`src/rtl/occs_pkg.sv`:
```
`timescale 1ns / 1ps
`default_nettype none

package occs_pkg;

   localparam int unsigned SumWidth  = 16;
   localparam int unsigned ByteWidth = 8;

   localparam logic [SumWidth-1:0] ONES_ZERO = 16'hffff;

   localparam logic MODE_RAW = 1'b0;
   localparam logic MODE_ADD = 1'b1;

   typedef struct packed {
      logic                 mode;
      logic [SumWidth-1:0]  start_value;
      logic                 start_odd;
      logic [ByteWidth-1:0] data_byte;
      logic                 byte_valid;
      logic                 first;
      logic                 last;
   } occs_item_type;

endpackage

`default_nettype wire

```
`src/rtl/occs_if.sv`:
```
`timescale 1ns / 1ps
`default_nettype none

interface occs_req_if;
   logic                            valid;
   logic                            ready;
   logic                            mode;
   logic [occs_pkg::SumWidth-1:0]   start_value;
   logic                            start_odd;
   logic [occs_pkg::ByteWidth-1:0]  data_byte;
   logic                            byte_valid;
   logic                            first;
   logic                            last;

   modport source (
      output valid, mode, start_value, start_odd, data_byte, byte_valid, first, last,
      input  ready
   );
   modport sink (
      input  valid, mode, start_value, start_odd, data_byte, byte_valid, first, last,
      output ready
   );
endinterface

interface occs_rsp_if;
   logic                          valid;
   logic                          ready;
   logic [occs_pkg::SumWidth-1:0] checksum;

   modport source (output valid, checksum, input ready);
   modport sink   (input valid, checksum, output ready);
endinterface

`default_nettype wire

```
`src/rtl/ones_complement_checksum_stream.sv`:
```
`timescale 1ns / 1ps
`default_nettype none

// Streaming 16-bit ones' complement checksum over runs of bytes.
// req_if carries one item per transfer: an optional byte (byte_valid) with
// first/last run markers; first loads mode, start_value and start_odd.
// rsp_if carries one checksum per run, produced by the transfer with last set,
// folded, in network order, zero reported as 0xffff (add mode complements).
// The checksum appears on rsp_if the cycle after the last transfer.
// Throughput: one item per cycle while req_if is ready; the running sum update is
// a single 16-bit end-around add per byte between the running-sum register and
// the output register.
// The output register decouples the sides: req_if stays ready while no
// checksum is pending or the pending one is taken in the same cycle; a stalled
// rsp_if holds its checksum and blocks new items only then.
// Reset clears the running sum, byte parity and mode to zero, even and raw, and
// drops any pending checksum.

module ones_complement_checksum_stream (
   input  wire logic  clock,
   input  wire logic  reset,
   occs_req_if.sink   req_if,
   occs_rsp_if.source rsp_if
);

   occs_pkg::occs_item_type       item;
   logic                          req_accept;
   logic [occs_pkg::SumWidth-1:0] result;

   logic                          rsp_valid_ff, rsp_valid_in;
   logic [occs_pkg::SumWidth-1:0] rsp_checksum_ff;

   assign item = '{
      mode:        req_if.mode,
      start_value: req_if.start_value,
      start_odd:   req_if.start_odd,
      data_byte:   req_if.data_byte,
      byte_valid:  req_if.byte_valid,
      first:       req_if.first,
      last:        req_if.last
   };

   assign req_if.ready = !rsp_valid_ff || rsp_if.ready;
   assign req_accept   = req_if.valid && req_if.ready;

   occs_sum u_sum (
      .clock  (clock),
      .reset  (reset),
      .accept (req_accept),
      .item   (item),
      .result (result)
   );

   always_comb begin
      if (req_accept && req_if.last) begin
         rsp_valid_in = 1'b1;
      end else if (rsp_if.ready) begin
         rsp_valid_in = 1'b0;
      end else begin
         rsp_valid_in = rsp_valid_ff;
      end
   end

   always_ff @(posedge clock) begin
      if (reset) begin
         rsp_valid_ff <= 1'b0;
      end else begin
         rsp_valid_ff <= rsp_valid_in;
      end
   end

   always_ff @(posedge clock) begin
      if (req_accept && req_if.last) begin
         rsp_checksum_ff <= result;
      end
   end

   assign rsp_if.valid    = rsp_valid_ff;
   assign rsp_if.checksum = rsp_checksum_ff;

   // a new checksum only follows a last transfer
   a_rsp_from_last: assert property (@(posedge clock) disable iff (reset)
      $rose(rsp_if.valid) |-> $past(req_accept && req_if.last))
      else $error("checksum without last transfer");

   // a pending checksum that is not taken blocks the input
   a_stall_blocks: assert property (@(posedge clock) disable iff (reset)
      (rsp_if.valid && !rsp_if.ready) |-> !req_if.ready)
      else $error("input ready while checksum stalled");

   // zero is always reported as all ones
   a_no_zero: assert property (@(posedge clock) disable iff (reset)
      rsp_if.valid |-> (rsp_if.checksum != '0))
      else $error("zero checksum reported");

endmodule

`default_nettype wire

```
`src/rtl/occs_sum.sv`:
```
`timescale 1ns / 1ps
`default_nettype none

module occs_sum (
   input  wire logic                          clock,
   input  wire logic                          reset,
   input  wire logic                          accept,
   input  wire occs_pkg::occs_item_type       item,
   output logic [occs_pkg::SumWidth-1:0]      result
);

   logic [occs_pkg::SumWidth-1:0] sum_ff, sum_in;
   logic                          parity_ff, parity_in;
   logic                          add_mode_ff, add_mode_in;

   logic [occs_pkg::SumWidth-1:0] base_sum;
   logic                          base_parity;
   logic [occs_pkg::SumWidth-1:0] word;
   logic [occs_pkg::SumWidth:0]   total;
   logic [occs_pkg::SumWidth-1:0] folded;
   logic [occs_pkg::SumWidth-1:0] mapped;

   // start load on the first transfer of a run
   always_comb begin
      if (item.first) begin
         base_sum    = (item.mode == occs_pkg::MODE_ADD) ? ~item.start_value
                                                         : item.start_value;
         base_parity = item.start_odd;
         add_mode_in = item.mode;
      end else begin
         base_sum    = sum_ff;
         base_parity = parity_ff;
         add_mode_in = add_mode_ff;
      end
   end

   // big-endian pairing, end-around carry
   always_comb begin
      word   = base_parity ? {{occs_pkg::ByteWidth{1'b0}}, item.data_byte}
                           : {item.data_byte, {occs_pkg::ByteWidth{1'b0}}};
      total  = {1'b0, base_sum} + {1'b0, word};
      folded = total[occs_pkg::SumWidth-1:0]
             + {{(occs_pkg::SumWidth-1){1'b0}}, total[occs_pkg::SumWidth]};
      sum_in    = item.byte_valid ? folded : base_sum;
      parity_in = base_parity ^ item.byte_valid;
   end

   always_comb begin
      mapped = (sum_in == '0) ? occs_pkg::ONES_ZERO : sum_in;
      if (add_mode_in == occs_pkg::MODE_ADD && mapped != occs_pkg::ONES_ZERO) begin
         result = ~mapped;
      end else begin
         result = mapped;
      end
   end

   always_ff @(posedge clock) begin
      if (reset) begin
         sum_ff      <= '0;
         parity_ff   <= 1'b0;
         add_mode_ff <= occs_pkg::MODE_RAW;
      end else if (accept) begin
         sum_ff      <= sum_in;
         parity_ff   <= parity_in;
         add_mode_ff <= add_mode_in;
      end
   end

endmodule

`default_nettype wire
```
`src/flat_wrapper.sv`:
```
// flat-port wrapper written by rule: the top's interface ports become plain ports
module ones_complement_checksum_stream_flat 
  (clock, reset, req_if_valid, req_if_mode, req_if_start_value, req_if_start_odd, req_if_data_byte, req_if_byte_valid, req_if_first, req_if_last, req_if_ready, rsp_if_valid, rsp_if_checksum, rsp_if_ready);
  occs_req_if req_if_i ();
  occs_rsp_if rsp_if_i ();
  input  wire logic clock;
  input  wire logic reset;
  input wire logic [$bits(req_if_i.valid)-1:0] req_if_valid;
  input wire logic [$bits(req_if_i.mode)-1:0] req_if_mode;
  input wire logic [$bits(req_if_i.start_value)-1:0] req_if_start_value;
  input wire logic [$bits(req_if_i.start_odd)-1:0] req_if_start_odd;
  input wire logic [$bits(req_if_i.data_byte)-1:0] req_if_data_byte;
  input wire logic [$bits(req_if_i.byte_valid)-1:0] req_if_byte_valid;
  input wire logic [$bits(req_if_i.first)-1:0] req_if_first;
  input wire logic [$bits(req_if_i.last)-1:0] req_if_last;
  output wire logic [$bits(req_if_i.ready)-1:0] req_if_ready;
  output wire logic [$bits(rsp_if_i.valid)-1:0] rsp_if_valid;
  output wire logic [$bits(rsp_if_i.checksum)-1:0] rsp_if_checksum;
  input wire logic [$bits(rsp_if_i.ready)-1:0] rsp_if_ready;
  assign req_if_i.valid = req_if_valid;
  assign req_if_i.mode = req_if_mode;
  assign req_if_i.start_value = req_if_start_value;
  assign req_if_i.start_odd = req_if_start_odd;
  assign req_if_i.data_byte = req_if_data_byte;
  assign req_if_i.byte_valid = req_if_byte_valid;
  assign req_if_i.first = req_if_first;
  assign req_if_i.last = req_if_last;
  assign req_if_ready = req_if_i.ready;
  assign rsp_if_valid = rsp_if_i.valid;
  assign rsp_if_checksum = rsp_if_i.checksum;
  assign rsp_if_i.ready = rsp_if_ready;
  ones_complement_checksum_stream u_core (.clock(clock), .reset(reset), .req_if(req_if_i), .rsp_if(rsp_if_i));
endmodule
```
`config.mk`:
```
export PLATFORM = sky130hd
export DESIGN_NAME = ones_complement_checksum_stream_flat
export DESIGN_NICKNAME = d
export VERILOG_FILES = /design/src/rtl/occs_pkg.sv /design/src/rtl/occs_if.sv /design/src/rtl/ones_complement_checksum_stream.sv /design/src/rtl/occs_sum.sv /design/src/flat_wrapper.sv
export SDC_FILE = /design/constraint.sdc
export NUM_CORES = 1
export LEC_CHECK = 0
export ABC_CLOCK_PERIOD_IN_PS = 10000
export BUFFER_PORTS_ARGS = -buffer_cell sky130_fd_sc_hd__buf_2
export CORE_ASPECT_RATIO = 1.1
export CORE_UTILIZATION = 59
export DETAILED_ROUTE_END_ITERATION = 10
export PLACE_DENSITY_LB_ADDON = 0.08
export SLEW_MARGIN = 20
export SYNTH_ARGS = -nofsm -noshare
export SYNTH_HDL_FRONTEND = slang
export SYNTH_SLANG_ARGS = --single-unit
```
`constraint.sdc`:
```
create_clock -name clock -period 10 [get_ports clock]
set_input_delay 2 -clock clock [delete_from_list [all_inputs] [get_ports clock]]
set_output_delay 2 -clock clock [all_outputs]
set_load 0.1 [all_outputs]
```
== After elaboration in Yosys (flattened, before gate mapping) ==
Index checks and enable logic that the tools add are counted.
Word-level totals
  flip-flop bits (word level): 35
  input bits: 33
  output and inout bits: 18
  word-level logic and storage cells: 28
Operators by class
  add/subtract/negate cells: 2
  equal/unequal tests: 1
  mux-type cells: 10
  bitwise logic cells: 3
  reductions and logical operators: 7
Operator list (count)
  $mux 16: 6
  $not 16->16: 2
  $add 16x16->17: 1
  $add 16x1->16: 1
  $logic_not 16->1: 1
  $ne 16x16->1 const B: 1
  $mux 1: 4
  $logic_and 1x1->1: 3
  $reduce_bool 2->1: 1
  $logic_not 1->1: 1
  $logic_or 1x1->1: 1
  $xor 1x1->1: 1

== Depth between registers and ports, before layout ==
  depth in word-level cells: 11
  depth in mapped cells: 29
  gate-level depth less buffers: 25

== By module ==
From an unflattened synthesis, not the netlist that was laid out.
Unflattened totals
  cells, all modules: 475
  area total of the unflattened synthesis: 3764.9 um^2
By module, submodules not included
  occs_sum: instances 1, cells each 453, area an instance 3216.8 um^2, seq. area each 360.3 um^2
  ones_complement_checksum_stream: instances 1, cells each 22, area an instance 548.0 um^2, seq. area each 500.5 um^2

== Worst setup path before layout ==
No wires, ideal clock.
  path kind: input port to flip-flop
  start: in req_if_first
  end: reg u_core.rsp_checksum_ff, in the netlist u_core.rsp_if.checksum[11] (data pin)
  library setup time: 0.151 ns
  arrival: 7.613 ns
  data required time: 9.849 ns
  setup slack: 2.236 ns
  stages: 28
  path buffers: 5
  cell sequence: clkbuf_1 > buf_2 > buf_1 > nor2_1 > a21oi_1 > ha_1 > a21o_1 > a21o_1 > a21oi_1 > nand2b_1 > nand3b_1 > a21oi_1 > nor2b_1 > o21ai_0 > nand2b_1 > ha_1 > and3_1 > buf_2 > o311a_1 > a211o_1 > a31o_1 > or4_1 > and4bb_1 > or4b_1 > nor4_4 > buf_4 > a21oi_1 > mux2i_1
On the way
  longest elaborated chain between the ends: 10
  elaborated cells between the ends (all ways): 13
  classes of those cells: add/sub (2); eq/ne (1); mux (7); bitwise (1); reduce/logical (2)
RTL lines
  from (decl): RTL line flat_wrapper.sv:14  | input wire logic [$bits(req_if_i.first)-1:0] req_if_first;
  $mux 1: RTL line occs_sum.sv:25  | if (item.first) begin
  $mux 16: RTL line occs_sum.sv:39  | word = base_parity ? {{occs_pkg::ByteWidth{1'b0}}, item.data_byte}
  $add 16x16->17: RTL line occs_sum.sv:41  | total = {1'b0, base_sum} + {1'b0, word};
  $add 16x1->16: RTL line occs_sum.sv:43  | + {{(occs_pkg::SumWidth-1){1'b0}}, total[occs_pkg::SumWidth]};
  $mux 16: RTL line occs_sum.sv:44  | sum_in = item.byte_valid ? folded : base_sum;
  $logic_not 16->1: RTL line occs_sum.sv:49  | mapped = (sum_in == '0) ? occs_pkg::ONES_ZERO : sum_in;
  $mux 16: RTL line occs_sum.sv:49
  $ne 16x16->1: RTL line occs_sum.sv:50  | if (add_mode_in == occs_pkg::MODE_ADD && mapped != occs_pkg::ONES_ZERO) begin
  $logic_and 1x1->1: RTL line occs_sum.sv:50
  $mux 16 *: RTL line occs_sum.sv:50
  via u_core.result (one bit): RTL line ones_complement_checksum_stream.sv:28  | logic [occs_pkg::SumWidth-1:0] result;
  to (signal assigned): RTL line ones_complement_checksum_stream.sv:74  | rsp_checksum_ff <= result;
  to (decl): RTL line ones_complement_checksum_stream.sv:31  | logic [occs_pkg::SumWidth-1:0] rsp_checksum_ff;
Mark *: on every way through the listed nets, which the timed path passes. The rest lies on a longest branch.
A chain may end at the register's enable or synchronous reset.

== Worst setup path after layout ==
  start: in req_if_first
  end: reg u_core.rsp_checksum_ff, in the netlist u_core.rsp_if.checksum[12] (data pin)
Same word-level chain as after synthesis.

==> impl_metrics.yaml <==
clock_tree:
  clk_pin_slew_ns: 0.08
  cts_setup_buffers: 0
  clkLatencyLatePin_ns: 0.30
  h-tree-depth: 2
  cts_tree: "yes"
  clock_sinks: 35
  hold_buffers: 0
  clockBufferDepth: 2
  root_buffer: "clkbuf_8"
  cts_buffers: 5
  cts_resized: 0
drt:
  viasPerCell: 6.31
  drt-initial-drc-count: 225
  remaining_drc_errors: 0
  vias: 3583
  firstDrtPassIters: 5
  routed_wl_um: 9610
  wl_per_cell_um: 16.9
  ant_nets: 0
floorplanning:
  die_h_um: 84.6
  initial_utilization_pct: 62.3
  ioPinCount: 51
  fp.dieArea_mm2: 0.00652
  fp.dieW_um: 77.1
  core-area_mm2: 0.00588
  num_rows: 29
grt:
  grt_max_degree: 40
  grt_pass1_vias: 3325
  grt_usage_pct: 30.3
  antenna_found_initial: 0
  overflow: 0
  grt_pass1_wl_um: 15800
timing:
  skew_ns: 0.0152
  setup_ws_ns: 1.58
  whs_ns: 0.459
  max_freq_ghz: 0.119
  finalSetupTns_ns: 0
  maxSlewViolCount: 0
  setup_viol: 0
  tightest_slew_ns: 0.875
  final.min_clock_period_ns: 8.42
  fin_crit_sh_pct: 84.2
  maxSlewHeadroom_pct: 40.5
  grt_setup_unrepaired: "false"
  finalHoldViolCount: 0
layout:
  final_util_pct: 68.4
  nets: 541
  drive_gt1_share_pct: 16.5
  antenna_cells: 0
  syn_to_final_growth_pct: 9.88
  final_area_mm2: 0.00402
  final_cells: 568
critical_path:
  critPathMaxFanout: 19
  crit_arrival_ns: 8.54
  crit_type: "in2reg"
  start_kind: "input pin"
  critical-path-max-stage-delay_ns: 0.75
  crit_path_top_delay_cell: "mux2i_2"
  worst_ep_required_time_ns: 10.13
  critPathCaptureType: "register"
  path_delay_family: "simple AND/OR/NAND/NOR gates"
  path_buf_inv: 2
logic_synthesis:
  synth-async-reset-ratio_pct: 0
  yosysUniqueCellTypes: 79
  synth_common_cells: "a21oi_1 (55), nand2_1 (47), nor2_1 (42)"
  ys_warn_count: 0
  yosys.area_share.simple_pct: 25.3
  synth_top_area_cell: "edfxtp_1"
  synth_top_area_share_pct: 13.1
  yosys-top-cells-area: "edfxtp_1 (13%), dfxtp_1 (10%), a21oi_1 (7.5%), xnor2_1 (7.2%), ha_1 (5.8%)"
  synth_top_family_by_area: "simple AND/OR/NAND/NOR gates"
  synth-edff-count: 16
  synthFlopType: "dfxtp_1"
  syn_inst: 455
  avgSynthCellArea_um2: 8.04
  synth_nets: 506
  synth_most_common_cell: "a21oi_1"
  synth_xor_area_share_pct: 9.71
  ys_seq_area_share_pct: 23.5
  synthMuxAreaShare_pct: 5.98
  yosys.area_share.adder_pct: 6.36
  netlist_area_mm2: 0.00366
  ys_seq_elements: 35
  synth-compound-area-share_pct: 25.1
pwr:
  p_leak_nw: 1.66
  vdd_drop_max_uv: 84.1
  power_uw: 628
  power_density_mw_per_mm2: 156
flow_run:
  drv_cap: 0
place:
  port_buffers: 50
  place.gp.congestion: 1.01
  dp_hpwl_um: 7450
  dpl_cell_area_mm2: 0.00390
  place_inst: 560
  place_ws_ns: 1.37
hold_path:
  min-delay-path-class: "reg2reg"
run_status:
  status: "completed"
-- sequential cells by signal, summed over array words and instances (netlist names) --
register / count
u_core.u_sum.add_mode_ff: 1
u_core.rsp_if.checksum: 16
u_core.u_sum.sum_ff: 16
u_core.u_sum.parity_ff: 1
u_core.rsp_if.valid: 1
-- worst reg2reg max path, stage by stage (launching register included) --
cell,delay (ns)
dfxtp_1,0.32
mux2i_2,0.69
nor2b_1,0.14
ha_1,0.24
inv_1,0.07
fa_1,0.19
and2b_1,0.23
o221ai_2,0.27
a21oi_1,0.23
o2111ai_1,0.27
nand3b_1,0.10
a21oi_1,0.22
nor2b_1,0.06
o21ai_0,0.15
nand2b_1,0.10
ha_1,0.22
and3_1,0.25
o311a_1,0.14
a211o_1,0.30
a31o_1,0.28
or4_1,0.52
and4bb_1,0.26
or4b_1,0.49
nor4_4,0.54
nand2_1,0.21
a22oi_1,0.21
-- logic make-up after synthesis --
group,count (synthesis)
adders and majority gates,18
DFF,35
xor gates and xnor gates,38
muxes,21
buffers and inverters,33
and+or+nand+nor,177
AOI/OAI and AO/OA,133
-- where the power goes --
group          internal, mW  switching [mW]  total [mW]
clock                0.0807          0.0562       0.137
combinational         0.106           0.213       0.319
sequential            0.167         0.00511       0.172
total                 0.354           0.274       0.628
-- cell type report --
cell class / count / area, um^2
Clock inverter: 2 / 35.0
Clock buffer: 6 / 82.6
Timing Repair Buffer: 51 / 258
Multi-Input combinational cell: 387 / 2650
Sequential cell: 35 / 861
Inverter: 10 / 37.5
Fill cell: 533 / 1860
Tap cell: 77 / 96.3
-- worst paths after layout --
path                                                      startpoint                                    to  slack, ns  cells after the start
worst max-delay path                                    req_if_first  u_core.rsp_if.checksum[12]$_DFFE_PP_       1.58                     26
worst min register to register  u_core.u_sum.sum_ff[11]$_SDFFE_PP0P_  u_core.u_sum.sum_ff[11]$_SDFFE_PP0P_       0.46                      2
worst max register to register   u_core.u_sum.parity_ff$_SDFFE_PP0P_  u_core.rsp_if.checksum[12]$_DFFE_PP_       3.14                     25
worst min-delay path            u_core.u_sum.sum_ff[11]$_SDFFE_PP0P_  u_core.u_sum.sum_ff[11]$_SDFFE_PP0P_       0.46                      2
-- cell usage in the layout (no fill, tap or decap), types with 3 or more instances in the layout --
cell / synthesis / layout
mux2i_1: 16 / 16
xor2_1: 5 / 5
nor3_1: 11 / 11
a21o_1: 9 / 9
and3_1: 6 / 6
and2_1: 13 / 13
nor2b_1: 11 / 11
or4_1: 3 / 3
and4_1: 3 / 3
o21ai_0: 11 / 11
o21a_1: 3 / 3
or2_1: 3 / 3
ha_1: 17 / 17
xnor2_1: 30 / 30
a21oi_1: 55 / 55
clkbuf_8: 0 / 6
buf_2: 4 / 50
dfxtp_1: 19 / 19
nand2_1: 47 / 47
nor2_1: 42 / 42
nand3_1: 9 / 9
or3_1: 4 / 4
inv_1: 10 / 10
mux2_2: 4 / 4
nand2b_1: 8 / 8
a31oi_1: 4 / 4
edfxtp_1: 16 / 16
a211oi_1: 7 / 7
o211ai_1: 5 / 5
nand4_1: 6 / 6
-- per-layer routing --
| layer | up-vias | wire length (um) | global-route usage, % |
|---|---|---|---|
| li1 | 1731 | - | - |
| met1 | 1677 | 4050 | 39.2 |
| met2 | 154 | 4760 | 52.4 |
| met3 | 21 | 589 | 2.72 |
| met4 | 0 | 211 | 11.5 |
| met5 | - | 0 | 0 |
(Power assumes the default switching activity.)
